## src/sv/aifp_pkg.sv

```systemverilog
package aifp_pkg;

    // field parse phase
    typedef enum logic [1:0] {
        PH_SKIP     = 2'd0,
        PH_DIGITS   = 2'd1,
        PH_HEX_ZERO = 2'd2
    } phase_t;

    // per-character status
    typedef enum logic [2:0] {
        ST_CONTINUE  = 3'd0,
        ST_DONE_USED = 3'd1,
        ST_DONE_KEPT = 3'd2,
        ST_FAIL_USED = 3'd3,
        ST_FAIL_KEPT = 3'd4
    } status_t;

    // conversion codes
    localparam logic [1:0] CONV_SDEC = 2'd0;
    localparam logic [1:0] CONV_UDEC = 2'd1;
    localparam logic [1:0] CONV_OCT  = 2'd2;
    localparam logic [1:0] CONV_HEX  = 2'd3;

    // result size codes
    localparam logic [1:0] SIZE_SHORT = 2'd0;
    localparam logic [1:0] SIZE_INT   = 2'd1;

    // register indexes
    localparam logic [1:0] CFG_CONVERSION  = 2'd0;
    localparam logic [1:0] CFG_RESULT_SIZE = 2'd1;
    localparam logic [1:0] CFG_MAX_WIDTH   = 2'd2;

    localparam int CFG_DATA_BITS = 8;
    localparam int VALUE_BITS    = 64;

    // character codes
    localparam logic [7:0] CH_SPACE     = 8'd32;
    localparam logic [7:0] CH_TAB       = 8'd9;
    localparam logic [7:0] CH_CR        = 8'd13;
    localparam logic [7:0] CH_ZERO      = 8'h30;
    localparam logic [7:0] CH_SEVEN     = 8'h37;
    localparam logic [7:0] CH_NINE      = 8'h39;
    localparam logic [7:0] CH_UPPER_A   = 8'h41;
    localparam logic [7:0] CH_UPPER_F   = 8'h46;
    localparam logic [7:0] CH_LOWER_X   = 8'h78;
    localparam logic [7:0] CH_UPPER_X   = 8'h58;
    localparam logic [7:0] CH_MINUS     = 8'h2D;
    localparam logic [7:0] CH_PLUS      = 8'h2B;
    localparam logic [7:0] CH_CASE_BIT  = 8'h20;

    typedef struct packed {
        phase_t phase;
        logic   negative;
        logic   got_digit;
    } field_flags_t;

    typedef struct packed {
        logic [1:0] conversion;
        logic [1:0] result_size;
        logic [7:0] max_width;
    } cfg_t;

endpackage

```

## src/sv/aifp_in_if.sv

```systemverilog
interface aifp_in_if;
    logic       valid;
    logic       ready;
    logic [7:0] char_in;
    logic       end_of_input;

    modport source (output valid, output char_in, output end_of_input, input ready);
    modport sink (input valid, input char_in, input end_of_input, output ready);
endinterface

```

## src/sv/aifp_out_if.sv

```systemverilog
interface aifp_out_if;
    logic        valid;
    logic        ready;
    logic [2:0]  status;
    logic [63:0] value;

    modport source (output valid, output status, output value, input ready);
    modport sink (input valid, input status, input value, output ready);
endinterface

```

## src/sv/aifp_step.sv

```systemverilog
module aifp_step
    import aifp_pkg::*;
#(
    parameter int ACC_BITS           = 64,
    parameter int WIDTH_COUNTER_BITS = 8
)
(
    input  logic [7:0]                    char_in,
    input  logic                          end_of_input,
    input  cfg_t                          cfg,
    input  field_flags_t                  flags,
    input  logic [ACC_BITS-1:0]           acc,
    input  logic [WIDTH_COUNTER_BITS-1:0] width_left,
    output field_flags_t                  flags_next,
    output logic [ACC_BITS-1:0]           acc_next,
    output logic [WIDTH_COUNTER_BITS-1:0] width_left_next,
    output status_t                       status,
    output logic [VALUE_BITS-1:0]         value
);

    localparam int WB = WIDTH_COUNTER_BITS;

    logic                  is_space;
    logic                  is_digit;
    logic [3:0]            digit;
    logic [7:0]            upper;
    logic                  start;
    logic [ACC_BITS-1:0]   base_acc;
    logic [WB-1:0]         base_wl;
    logic                  base_neg;
    logic                  base_got;
    logic [ACC_BITS-1:0]   mac;
    logic [ACC_BITS-1:0]   shifted;
    logic [ACC_BITS-1:0]   dec_term;
    logic [16:0]           mw_ext;
    logic [16:0]           wl_limit;
    logic [WB-1:0]         wl_load;
    logic [WB-1:0]         wl_dec;
    logic                  width_used;
    logic                  use_width;
    logic                  finish;
    logic                  consumed;
    logic [ACC_BITS-1:0]   cand_acc;
    logic                  cand_neg;
    logic                  cand_got;
    logic [VALUE_BITS-1:0] signed_val;

    // character classes
    always_comb
    begin
        is_space = (char_in == CH_SPACE) || (char_in >= CH_TAB && char_in <= CH_CR);
        upper    = char_in & ~CH_CASE_BIT;
        is_digit = 1'b0;
        digit    = '0;
        if (char_in >= CH_ZERO && char_in <= CH_NINE)
        begin
            digit    = 4'(char_in - CH_ZERO);
            is_digit = (cfg.conversion != CONV_OCT) || (char_in <= CH_SEVEN);
        end
        else if (cfg.conversion == CONV_HEX && upper >= CH_UPPER_A && upper <= CH_UPPER_F)
        begin
            digit    = 4'(upper - CH_UPPER_A + 8'd10);
            is_digit = 1'b1;
        end
    end

    // width limit saturated to the counter range
    always_comb
    begin
        mw_ext   = 17'(cfg.max_width);
        wl_limit = 17'((17'd1 << WB) - 17'd1);
        wl_load  = WB'((mw_ext > wl_limit) ? wl_limit : mw_ext);
    end

    // a new field starts on the first non-space character
    assign start    = !end_of_input && (flags.phase == PH_SKIP) && !is_space;
    assign base_acc = start ? '0 : acc;
    assign base_wl  = start ? wl_load : width_left;
    assign base_neg = start ? 1'b0 : flags.negative;
    assign base_got = start ? 1'b0 : flags.got_digit;
    assign wl_dec   = base_wl - WB'(1);

    // multiply by base and add digit
    always_comb
    begin
        case (cfg.conversion)
            CONV_OCT:  shifted = base_acc << 3;
            CONV_HEX:  shifted = base_acc << 4;
            default:   shifted = base_acc << 3;
        endcase
        dec_term = (cfg.conversion == CONV_SDEC || cfg.conversion == CONV_UDEC)
                   ? (base_acc << 1) : '0;
        mac = shifted + dec_term + ACC_BITS'(digit);
    end

    // field sequencing
    always_comb
    begin
        cand_acc  = base_acc;
        cand_neg  = base_neg;
        cand_got  = base_got;
        use_width = 1'b0;
        finish    = 1'b0;
        consumed  = 1'b0;
        flags_next.phase = flags.phase;
        if (end_of_input)
        begin
            finish = 1'b1;
        end
        else if (flags.phase == PH_SKIP && is_space)
        begin
            flags_next.phase = PH_SKIP;
        end
        else if (start && cfg.conversion == CONV_SDEC
                 && (char_in == CH_MINUS || char_in == CH_PLUS))
        begin
            cand_neg         = (char_in == CH_MINUS);
            flags_next.phase = PH_DIGITS;
            use_width        = 1'b1;
        end
        else if (start && cfg.conversion == CONV_HEX && char_in == CH_ZERO)
        begin
            cand_got         = 1'b1;
            flags_next.phase = PH_HEX_ZERO;
            use_width        = 1'b1;
        end
        else if (!start && flags.phase == PH_HEX_ZERO && cfg.conversion == CONV_HEX
                 && (char_in == CH_LOWER_X || char_in == CH_UPPER_X))
        begin
            flags_next.phase = PH_DIGITS;
            use_width        = 1'b1;
        end
        else if (is_digit)
        begin
            cand_acc         = mac;
            cand_got         = 1'b1;
            flags_next.phase = PH_DIGITS;
            use_width        = 1'b1;
        end
        else
        begin
            finish = 1'b1;
        end

        width_used = use_width && (base_wl != '0) && (wl_dec == '0);
        if (width_used)
        begin
            finish   = 1'b1;
            consumed = 1'b1;
        end

        flags_next.negative  = cand_neg;
        flags_next.got_digit = cand_got;
        acc_next             = cand_acc;
        width_left_next      = (use_width && base_wl != '0) ? wl_dec : base_wl;
        if (finish)
        begin
            flags_next.phase     = PH_SKIP;
            flags_next.negative  = 1'b0;
            flags_next.got_digit = 1'b0;
            acc_next             = '0;
            width_left_next      = '0;
        end
    end

    // status and final value
    always_comb
    begin
        if (!finish)
            status = ST_CONTINUE;
        else if (cand_got)
            status = consumed ? ST_DONE_USED : ST_DONE_KEPT;
        else
            status = consumed ? ST_FAIL_USED : ST_FAIL_KEPT;

        signed_val = cand_neg ? (VALUE_BITS'(0) - VALUE_BITS'(cand_acc))
                              : VALUE_BITS'(cand_acc);
        value = '0;
        if (finish && cand_got)
        begin
            case (cfg.result_size)
                SIZE_SHORT: value = VALUE_BITS'(signed_val[15:0]);
                SIZE_INT:   value = VALUE_BITS'(signed_val[31:0]);
                default:    value = signed_val;
            endcase
        end
    end

endmodule

```

## src/sv/ascii_integer_field_parser.sv

```systemverilog
// channel | dir | beat payload               | handshake
// in_ch   | in  | char_in[7:0], end_of_input | valid/ready
// out_ch  | out | status[2:0], value[63:0]   | valid/ready
// cfg     | in  | cfg_index[1:0], cfg_data   | cfg_we, no stall
//
// One character beat per cycle sustained while the output is not stalled; an input beat
// reaches its result beat through the input register, then the result register.
// The field state and result register update in the same cycle from one
// multiply-by-base-and-add on the accumulator.
// Reset clears the field state and the valid flags and returns the configuration to its defaults.
// A stalled output holds its beat; the input register keeps one beat behind it.
module ascii_integer_field_parser
    import aifp_pkg::*;
#(
    parameter int ACC_BITS           = 64,
    parameter int WIDTH_COUNTER_BITS = 8
)
(
    input  logic                     clk,
    input  logic                     rst_n,
    input  logic                     cfg_we,
    input  logic [1:0]               cfg_index,
    input  logic [CFG_DATA_BITS-1:0] cfg_data,
    aifp_in_if.sink                  in_ch,
    aifp_out_if.source               out_ch
);

    cfg_t                          cfg_reg;
    logic                          in_valid_reg;
    logic [7:0]                    in_char_reg;
    logic                          in_eoi_reg;
    field_flags_t                  flags_reg;
    field_flags_t                  flags_next;
    logic [ACC_BITS-1:0]           acc_reg;
    logic [ACC_BITS-1:0]           acc_next;
    logic [WIDTH_COUNTER_BITS-1:0] width_left_reg;
    logic [WIDTH_COUNTER_BITS-1:0] width_left_next;
    logic                          out_valid_reg;
    status_t                       status_reg;
    status_t                       status_next;
    logic [VALUE_BITS-1:0]         value_reg;
    logic [VALUE_BITS-1:0]         value_next;
    logic                          advance;
    logic                          in_take;

    // handshake
    assign advance      = in_valid_reg && (!out_valid_reg || out_ch.ready);
    assign in_ch.ready  = !in_valid_reg || advance;
    assign in_take      = in_ch.valid && in_ch.ready;
    assign out_ch.valid  = out_valid_reg;
    assign out_ch.status = status_reg;
    assign out_ch.value  = value_reg;

    // configuration registers
    always_ff @(posedge clk or negedge rst_n)
    begin
        if (!rst_n)
        begin
            cfg_reg.conversion  <= CONV_SDEC;
            cfg_reg.result_size <= SIZE_INT;
            cfg_reg.max_width   <= '0;
        end
        else if (cfg_we)
        begin
            unique case (cfg_index)
                CFG_CONVERSION:  cfg_reg.conversion  <= cfg_data[1:0];
                CFG_RESULT_SIZE: cfg_reg.result_size <= cfg_data[1:0];
                CFG_MAX_WIDTH:   cfg_reg.max_width   <= cfg_data[7:0];
                default:         ;
            endcase
        end
    end

    aifp_step #(
        .ACC_BITS           (ACC_BITS),
        .WIDTH_COUNTER_BITS (WIDTH_COUNTER_BITS)
    ) u_step (
        .char_in         (in_char_reg),
        .end_of_input    (in_eoi_reg),
        .cfg             (cfg_reg),
        .flags           (flags_reg),
        .acc             (acc_reg),
        .width_left      (width_left_reg),
        .flags_next      (flags_next),
        .acc_next        (acc_next),
        .width_left_next (width_left_next),
        .status          (status_next),
        .value           (value_next)
    );

    // input register
    always_ff @(posedge clk or negedge rst_n)
    begin
        if (!rst_n)
            in_valid_reg <= 1'b0;
        else if (in_take)
            in_valid_reg <= 1'b1;
        else if (advance)
            in_valid_reg <= 1'b0;
    end

    always_ff @(posedge clk)
    begin
        if (in_take)
        begin
            in_char_reg <= in_ch.char_in;
            in_eoi_reg  <= in_ch.end_of_input;
        end
    end

    // field state
    always_ff @(posedge clk or negedge rst_n)
    begin
        if (!rst_n)
        begin
            flags_reg.phase     <= PH_SKIP;
            flags_reg.negative  <= 1'b0;
            flags_reg.got_digit <= 1'b0;
            acc_reg             <= '0;
            width_left_reg      <= '0;
        end
        else if (advance)
        begin
            flags_reg      <= flags_next;
            acc_reg        <= acc_next;
            width_left_reg <= width_left_next;
        end
    end

    // result register
    always_ff @(posedge clk or negedge rst_n)
    begin
        if (!rst_n)
            out_valid_reg <= 1'b0;
        else if (advance)
            out_valid_reg <= 1'b1;
        else if (out_ch.ready)
            out_valid_reg <= 1'b0;
    end

    always_ff @(posedge clk)
    begin
        if (advance)
        begin
            status_reg <= status_next;
            value_reg  <= value_next;
        end
    end

endmodule

```

## src/flat_wrapper.sv

```systemverilog
// flat-port wrapper written by rule: the top's interface ports become plain ports
module ascii_integer_field_parser_flat import aifp_pkg::*;
#(
    parameter int ACC_BITS           = 64,
    parameter int WIDTH_COUNTER_BITS = 8
)
  (clk, rst_n, cfg_we, cfg_index, cfg_data, in_ch_valid, in_ch_char_in, in_ch_end_of_input, in_ch_ready, out_ch_valid, out_ch_status, out_ch_value, out_ch_ready);
  aifp_in_if in_ch_i ();
  aifp_out_if out_ch_i ();
  input  logic clk;
  input  logic rst_n;
  input  logic cfg_we;
  input  logic [1:0] cfg_index;
  input  logic [CFG_DATA_BITS-1:0] cfg_data;
  input wire logic [$bits(in_ch_i.valid)-1:0] in_ch_valid;
  input wire logic [$bits(in_ch_i.char_in)-1:0] in_ch_char_in;
  input wire logic [$bits(in_ch_i.end_of_input)-1:0] in_ch_end_of_input;
  output wire logic [$bits(in_ch_i.ready)-1:0] in_ch_ready;
  output wire logic [$bits(out_ch_i.valid)-1:0] out_ch_valid;
  output wire logic [$bits(out_ch_i.status)-1:0] out_ch_status;
  output wire logic [$bits(out_ch_i.value)-1:0] out_ch_value;
  input wire logic [$bits(out_ch_i.ready)-1:0] out_ch_ready;
  assign in_ch_i.valid = in_ch_valid;
  assign in_ch_i.char_in = in_ch_char_in;
  assign in_ch_i.end_of_input = in_ch_end_of_input;
  assign in_ch_ready = in_ch_i.ready;
  assign out_ch_valid = out_ch_i.valid;
  assign out_ch_status = out_ch_i.status;
  assign out_ch_value = out_ch_i.value;
  assign out_ch_i.ready = out_ch_ready;
  ascii_integer_field_parser #(.ACC_BITS(ACC_BITS), .WIDTH_COUNTER_BITS(WIDTH_COUNTER_BITS)) u_core (.clk(clk), .rst_n(rst_n), .cfg_we(cfg_we), .cfg_index(cfg_index), .cfg_data(cfg_data), .in_ch(in_ch_i), .out_ch(out_ch_i));
endmodule
```

## config.mk

```make
export PLATFORM = sky130hd
export DESIGN_NAME = ascii_integer_field_parser_flat
export DESIGN_NICKNAME = d
export VERILOG_FILES = /design/src/sv/aifp_pkg.sv /design/src/sv/aifp_in_if.sv /design/src/sv/aifp_out_if.sv /design/src/sv/aifp_step.sv /design/src/sv/ascii_integer_field_parser.sv /design/src/flat_wrapper.sv
export SDC_FILE = /design/constraint.sdc
export NUM_CORES = 1
export LEC_CHECK = 0
export BUFFER_PORTS_ARGS = -buffer_cell sky130_fd_sc_hd__buf_2
export CAP_MARGIN = 20
export CORE_MARGIN = 2
export CORE_UTILIZATION = 59
export CTS_CLUSTER_DIAMETER = 40
export DETAILED_ROUTE_END_ITERATION = 7
export PLACE_DENSITY = 0.78
export SETUP_SLACK_MARGIN = 0.1
export SYNTH_ARGS = -nofsm -noshare
export SYNTH_HDL_FRONTEND = slang
export SYNTH_SLANG_ARGS = --single-unit
export TNS_END_PERCENT = 50
```

## constraint.sdc

```tcl
create_clock -name clk -period 22.3 [get_ports clk]
set_clock_uncertainty 0.2 [all_clocks]
set_input_delay 3.345 -clock clk [delete_from_list [all_inputs] [get_ports clk]]
set_output_delay 3.345 -clock clk [all_outputs]
set_load 0.05 [all_outputs]
```

== Word-level counts from Yosys, hierarchy flattened ==
Index checks and enable logic that the tools add are counted.
Operators by class
  eq/ne operators: 14
  reductions and logical operators: 44
  order comparisons: 7
  $add $sub $neg: 7
  multiplexer cells: 58
Operator list (count)
  two-way mux 64 bit: 11
  case mux 64 bit (2 select lines): 1
  adder 64 x 4 -> 64 bit: 1
  adder 64 bit: 1
  subtractor 1 x 64 -> 64 bit (first input constant): 1
  == test 8 x 6 -> 1 bit (second input constant): 4
  two-way mux 1 bit: 31
  two-way mux 8 bit: 3
  logical AND 1 bit: 19
  == test 8 x 7 -> 1 bit (second input constant): 2
  <= comparator 8 x 6 -> 1 bit (second input constant): 2
  two-way mux 2 bit: 7
  two-way mux 4 bit: 3
  >= comparator 8 x 4 -> 1 bit (second input constant): 1
  >= comparator 8 x 6 -> 1 bit (second input constant): 1
  >= comparator 8 x 7 -> 1 bit (second input constant): 1
  <= comparator 8 x 4 -> 1 bit (second input constant): 1
  <= comparator 8 x 7 -> 1 bit (second input constant): 1
  logical NOT 2 bit: 4
  logical NOT 8 bit: 1
  nonzero test 8 bit: 1
  subtractor 4 x 1 -> 4 bit (second input constant): 2
  subtractor 8 x 1 -> 8 bit (second input constant): 1
  logical OR 1 bit: 7
  10 further kinds: 23
Storage, ports and cells
  output and inout bits: 69
  register bits: 166

== Logic depth before layout (Yosys ltp) ==
  depth in word-level cells: 19
  mapped depth: 29
  mapped depth without buffers: 24

== Cells and area by module ==
Synthesis repeated with hierarchy kept, for this count alone.
Unflattened totals
  cell total of the unflattened synthesis: 1919
  area, all modules: 15981.6 µm²
Modules (own cells, without submodules)
  aifp_step: instances 1, area an instance 10208.5 µm², cells each 1647, seq. area each 0.0 µm²
  ascii_integer_field_parser: instances 1, area an instance 5773.0 µm², cells each 272, seq. area each 4535.6 µm²

== Worst setup path after synthesis ==
OpenSTA, ideal clock, no wires.
  path type: input port to output port
  start point: input port out_ch_ready
  end point: output port in_ch_ready
  arrival time: 3828 ps
  setup slack: 14927 ps
  stages on the path: 1
  data required time: 18755 ps
  cells stage by stage: nand3b_1
Between the ends
  longest elaborated chain between the ends: 3
Ends and longest elaborated chain
  from (decl): RTL line flat_wrapper.sv:22  | input wire logic [$bits(out_ch_i.ready)-1:0] out_ch_ready;
  logical OR 1 bit: RTL line ascii_integer_field_parser.sv:47  | assign advance = in_valid_reg && (!out_valid_reg || out_ch.ready);
  logical AND 1 bit: RTL line ascii_integer_field_parser.sv:47
  logical OR 1 bit: RTL line ascii_integer_field_parser.sv:48  | assign in_ch.ready = !in_valid_reg || advance;
  to (decl): RTL line flat_wrapper.sv:18  | output wire logic [$bits(in_ch_i.ready)-1:0] in_ch_ready;
Every way passes these cells.

== Worst setup path after layout ==
  start point: register u_core.in_char_reg[0]
  end point: register u_core.value_reg[53] (netlist: u_core.out_ch.value[53]), data pin
Between the ends
  longest elaborated chain between the ends: 18
Ends and longest elaborated chain
  from (decl): RTL line ascii_integer_field_parser.sv:30  | logic [7:0] in_char_reg;
  from (signal assigned): RTL line ascii_integer_field_parser.sv:106  | in_char_reg <= in_ch.char_in;
  >= comparator 8 x 4 -> 1 bit / <= comparator 8 x 4 -> 1 bit (equally long branches): RTL line aifp_step.sv:51  | is_space = (char_in == CH_SPACE) || (char_in >= CH_TAB && char_in <= CH_CR);
  logical AND 1 bit: RTL line aifp_step.sv:51
  logical OR 1 bit: RTL line aifp_step.sv:51
  logical NOT 1 bit: RTL line aifp_step.sv:76  | assign start = !end_of_input && (flags.phase == PH_SKIP) && !is_space;
  logical AND 1 bit: RTL line aifp_step.sv:76
  two-way mux 64 bit / logical NOT 1 bit (equally long branches): RTL line aifp_step.sv:77, aifp_step.sv:127
  two-way mux 64 bit, or another cell as far along: RTL line aifp_step.sv:92  | ? (base_acc << 1) : '0;
  adder 64 bit / logical AND 1 bit (equally long branches): RTL line aifp_step.sv:93, aifp_step.sv:127
  [2 not listed]
  two-way mux 64 bit / two-way mux 1 bit (equally long branches): RTL line aifp_step.sv:127, aifp_step.sv:121
  two-way mux 64 bit / two-way mux 1 bit (equally long branches): RTL line aifp_step.sv:121, aifp_step.sv:114
  two-way mux 64 bit / two-way mux 1 bit (equally long branches): RTL line aifp_step.sv:114, aifp_step.sv:110
  two-way mux 64 bit / two-way mux 1 bit (equally long branches): RTL line aifp_step.sv:110, aifp_step.sv:106
  two-way mux 64 bit / logical AND 1 bit (equally long branches): RTL line aifp_step.sv:106, aifp_step.sv:145
  subtractor 1 x 64 -> 64 bit / logical AND 1 bit (equally long branches): RTL line aifp_step.sv:176, aifp_step.sv:145
  two-way mux 64 bit / two-way mux 1 bit (equally long branches): RTL line aifp_step.sv:176, aifp_step.sv:146
  case mux 64 bit (2 select lines) / logical AND 1 bit (equally long branches): RTL line aifp_step.sv:181, aifp_step.sv:179
  to (signal assigned): RTL line ascii_integer_field_parser.sv:146  | value_reg <= value_next;
  to (decl): RTL line ascii_integer_field_parser.sv:41  | logic [VALUE_BITS-1:0] value_reg;
Parallel ways exist; a longest one is shown, timed or not.
A chain may end at the register's enable or synchronous reset.

==> run summary <==
Adder-Cell Fraction of Synth Area = 10.5%
cts hold-fix bufs = 0
io pins = 93
critical path class = reg -> reg
Die Width = 167 µm
DRC viols = 8
H-Tree Depth = 4
Die H = 167 µm
Hold Path Origin = u_core.acc_reg[63]
Slew Limit Fails = 0
Compound-Gate Fraction of Synth Area = 24.1%
hold endpoint = u_core.acc_reg[63]
number of synthesized flops with an enable pin = 76
Filler cells = 2262
via count = 15900
CTS buffer count = 17
WL final = 51900 µm
area leader, netlist = edfxtp_1
Syn Area/Cell = 7.83 µm²
Hold Path Class = reg -> reg
# resized after CTS = 0
Synth-to-Final Area Change = 7.47%
status = finished, violations left
Die Area = 0.0280 mm²
Initial Util = 60.3%
CP max FO = 86
slowest CP cell = buf_4
failing checks = DRC
IO buf count = 92
clk root buf = clkbuf_16
fin crit share = 36.2%
Reg2Reg Depth = 23
via/cell ratio = 6.73
total grt overflow = 0
synth unique cells = 87
fin crit period = 8.06 ns
largest net degree at the start of global routing = 87
r2r setup slk = 14.24 ns
Rel. slew slack = 27.8%
XOR/XNOR Fraction of Synth Area = 5.89%
commonest non-fill, non-tap cells in the layout = nand2_1 (348), a21oi_1 (191), nor2_1 (167), o21ai_0 (135), ha_1 (129)
remaining antenna violation count = 0
IR Drop Worst-Case VDD = 43.6 µV
WHS Path Cells = 2
total area of sequential cells = 0.00454 mm²
Final Hold Fails = 0
Pre-Repair DR Iteration Count = 8
share of the synthesized area in the top cell type = 14.5%
Setup violations, final = 0
commonest non-fill, non-tap cell in the layout = nand2_1
Total Power = 0.000776 W
dpl hpwl = 37700 µm
CTS tree = built
crit end category = flop
mux share of post-synthesis cell area = 2.21%
Post-synth ARST share = 54.2%
Avg WL per Cell = 22.0 µm
reg2reg start = u_core.in_char_reg[0]
Seq/Total Area, Yosys = 28.8%
share of post-route cells with drive strength above 1 = 9.53%
number of synthesized register bits = 166
clk sinks = 166
Pleak = 6.86 nW
actual transition at the worst max-transition pin = 1.08 ns
Worst setup SP type = flop
number of global-route vias before repair = 14800
Final TNS setup = 0 ns
cell count after synthesis = 2012
multi-input gate area in the final layout = 0.0106 mm²
Mapped Area = 0.0158 mm²
worst skew pair latency = 0.44 ns
Max clock buf depth = 2
fmax = 124 MHz
CP cell instances = inv_1 -> ha_1 -> xnor2_1 -> o2111ai_1 -> and3_2 -> buf_4 -> a21oi_1 -> ha_1 -> ha_1 -> a21oi_1 -> o21ai_0 -> a221oi_1 -> a2111oi_0 -> buf_4 -> a211oi_1 -> mux2i_1 -> nand2_1 -> nor4bb_1 -> nand4_1 -> nor4_4 -> a21oi_1 -> xnor2_1 -> nor2_1
r2r endpoint = u_core.out_ch.value[53]
GRT Total Usage = 36.9%
syn nets = 2167
combinational family with the most area after synthesis = simple AND/OR/NAND/NOR gates
RSZ-0062 raised after global routing = no
CP Data Required Time = 22.29 ns
Main synth FF type = dfrtp_1
# Max-Cap Violations = 0
CP peak stage delay = 0.82 ns
CP arrival = 8.06 ns
first-pass GRT wire length = 82400 µm
initial drt markers = 1950
core area = 0.0261 mm²
# rows = 59
top area cells in the synthesized netlist = edfxtp_1 (14%), dfrtp_1 (14%), ha_1 (10%), nand2_1 (8.4%), a21oi_1 (6.1%)
pwr/cell area = 45.8 mW/mm²
fin nets = 2167
routability cong. = 1.00
Synth Area in Simple Gates = 24.4%
Syn. warnings = 0
Post-CTS Setup Inserts = 0
clock slew at the register clock pins of the worst setup and hold paths = 0.08 ns
antenna fix cells = 0
initial antenna violation count = 0
## metal layers
metal,vias to the layer above,wire (µm),track usage [%]
li1,7315,-,-
met1,7458,21400,51.0
met2,952,23400,58.7
met3,161,4890,4.87
met4,0,2190,15.0
met5,-,0,0
## Yosys cell counts, drive strengths merged, types with 20 or more instances
cell / number
nand4: 37
dfrtp: 89
a21oi: 193
o31ai: 48
xnor2: 59
o21ai: 139
nor2: 168
and2: 78
a22oi: 29
nand3: 26
clkbuf: 106
a211oi: 20
nor3: 40
nand2: 351
edfxtp: 76
xor2: 47
buf: 26
ha: 129
inv: 31
a21o: 20
## worst max path at each step
stage,start,end,slack [ns],cells after the start
after detailed placement,u_core.in_char_reg[0],u_core.out_ch.value[53],14.57,23
final,u_core.in_char_reg[0],u_core.out_ch.value[53],14.24,23
after floorplan,out_ch_ready,in_ch_ready,14.93,1
after global routing,u_core.in_char_reg[0],u_core.out_ch.value[53],13.78,23
after CTS,u_core.in_char_reg[0],u_core.out_ch.value[53],14.53,23
after global placement,u_core.in_char_reg[0],u_core.out_ch.value[58],14.56,21
## per-stage QoR
stage	hold WS (ns)	utilization [%]	setup WS, ns	area, µm²	cells
after CTS	0.290	64.7	14.53	16900	2359
after global routing	0.307	64.8	13.78	16900	2360
after global placement	0.267	62.4	14.56	16300	2326
final	0.291	64.8	14.24	16900	2360
after detailed placement	0.273	62.4	14.57	16300	2327
after floorplan	0.248	-	14.93	15800	2012
## report_power, final
group          total (W)  leakage, nW  switching (W)  internal (W)
Combinational   0.000123         4.58      0.0000978     0.0000255
Sequential      0.000346         1.98      0.0000114      0.000335
Clock           0.000306        0.300       0.000149      0.000157
## cell families (layout without fill, tap and decap cells)
family,after synthesis,in the layout
xor gates and xnor gates,106,106
muxes,33,33
AOI/OAI and AO/OA,601,601
buffers and inverters,163,176
and+or+nand+nor,812,812
DFF,166,166
adders and majority gates,131,131
## critical path: cells and delay by family, from the launching register on
family	cells	cell delay [ns]
buffers and inverters	3	1.11
adders and majority gates	3	1.03
and+or+nand+nor	6	1.69
xor gates and xnor gates	2	0.45
DFF	1	0.43
muxes	1	0.34
AOI/OAI and AO/OA	8	2.50
## cell type report
cell class	instances	area share, %
inverters	31	0.694
well taps	335	2.47
clock inverters	13	0.894
multi-input cells	1683	62.7
repair buffers	113	3.77
flip-flops and latches	166	26.8
clock buffers	19	2.67
Note: power is estimated with default switching activity, not from simulation.
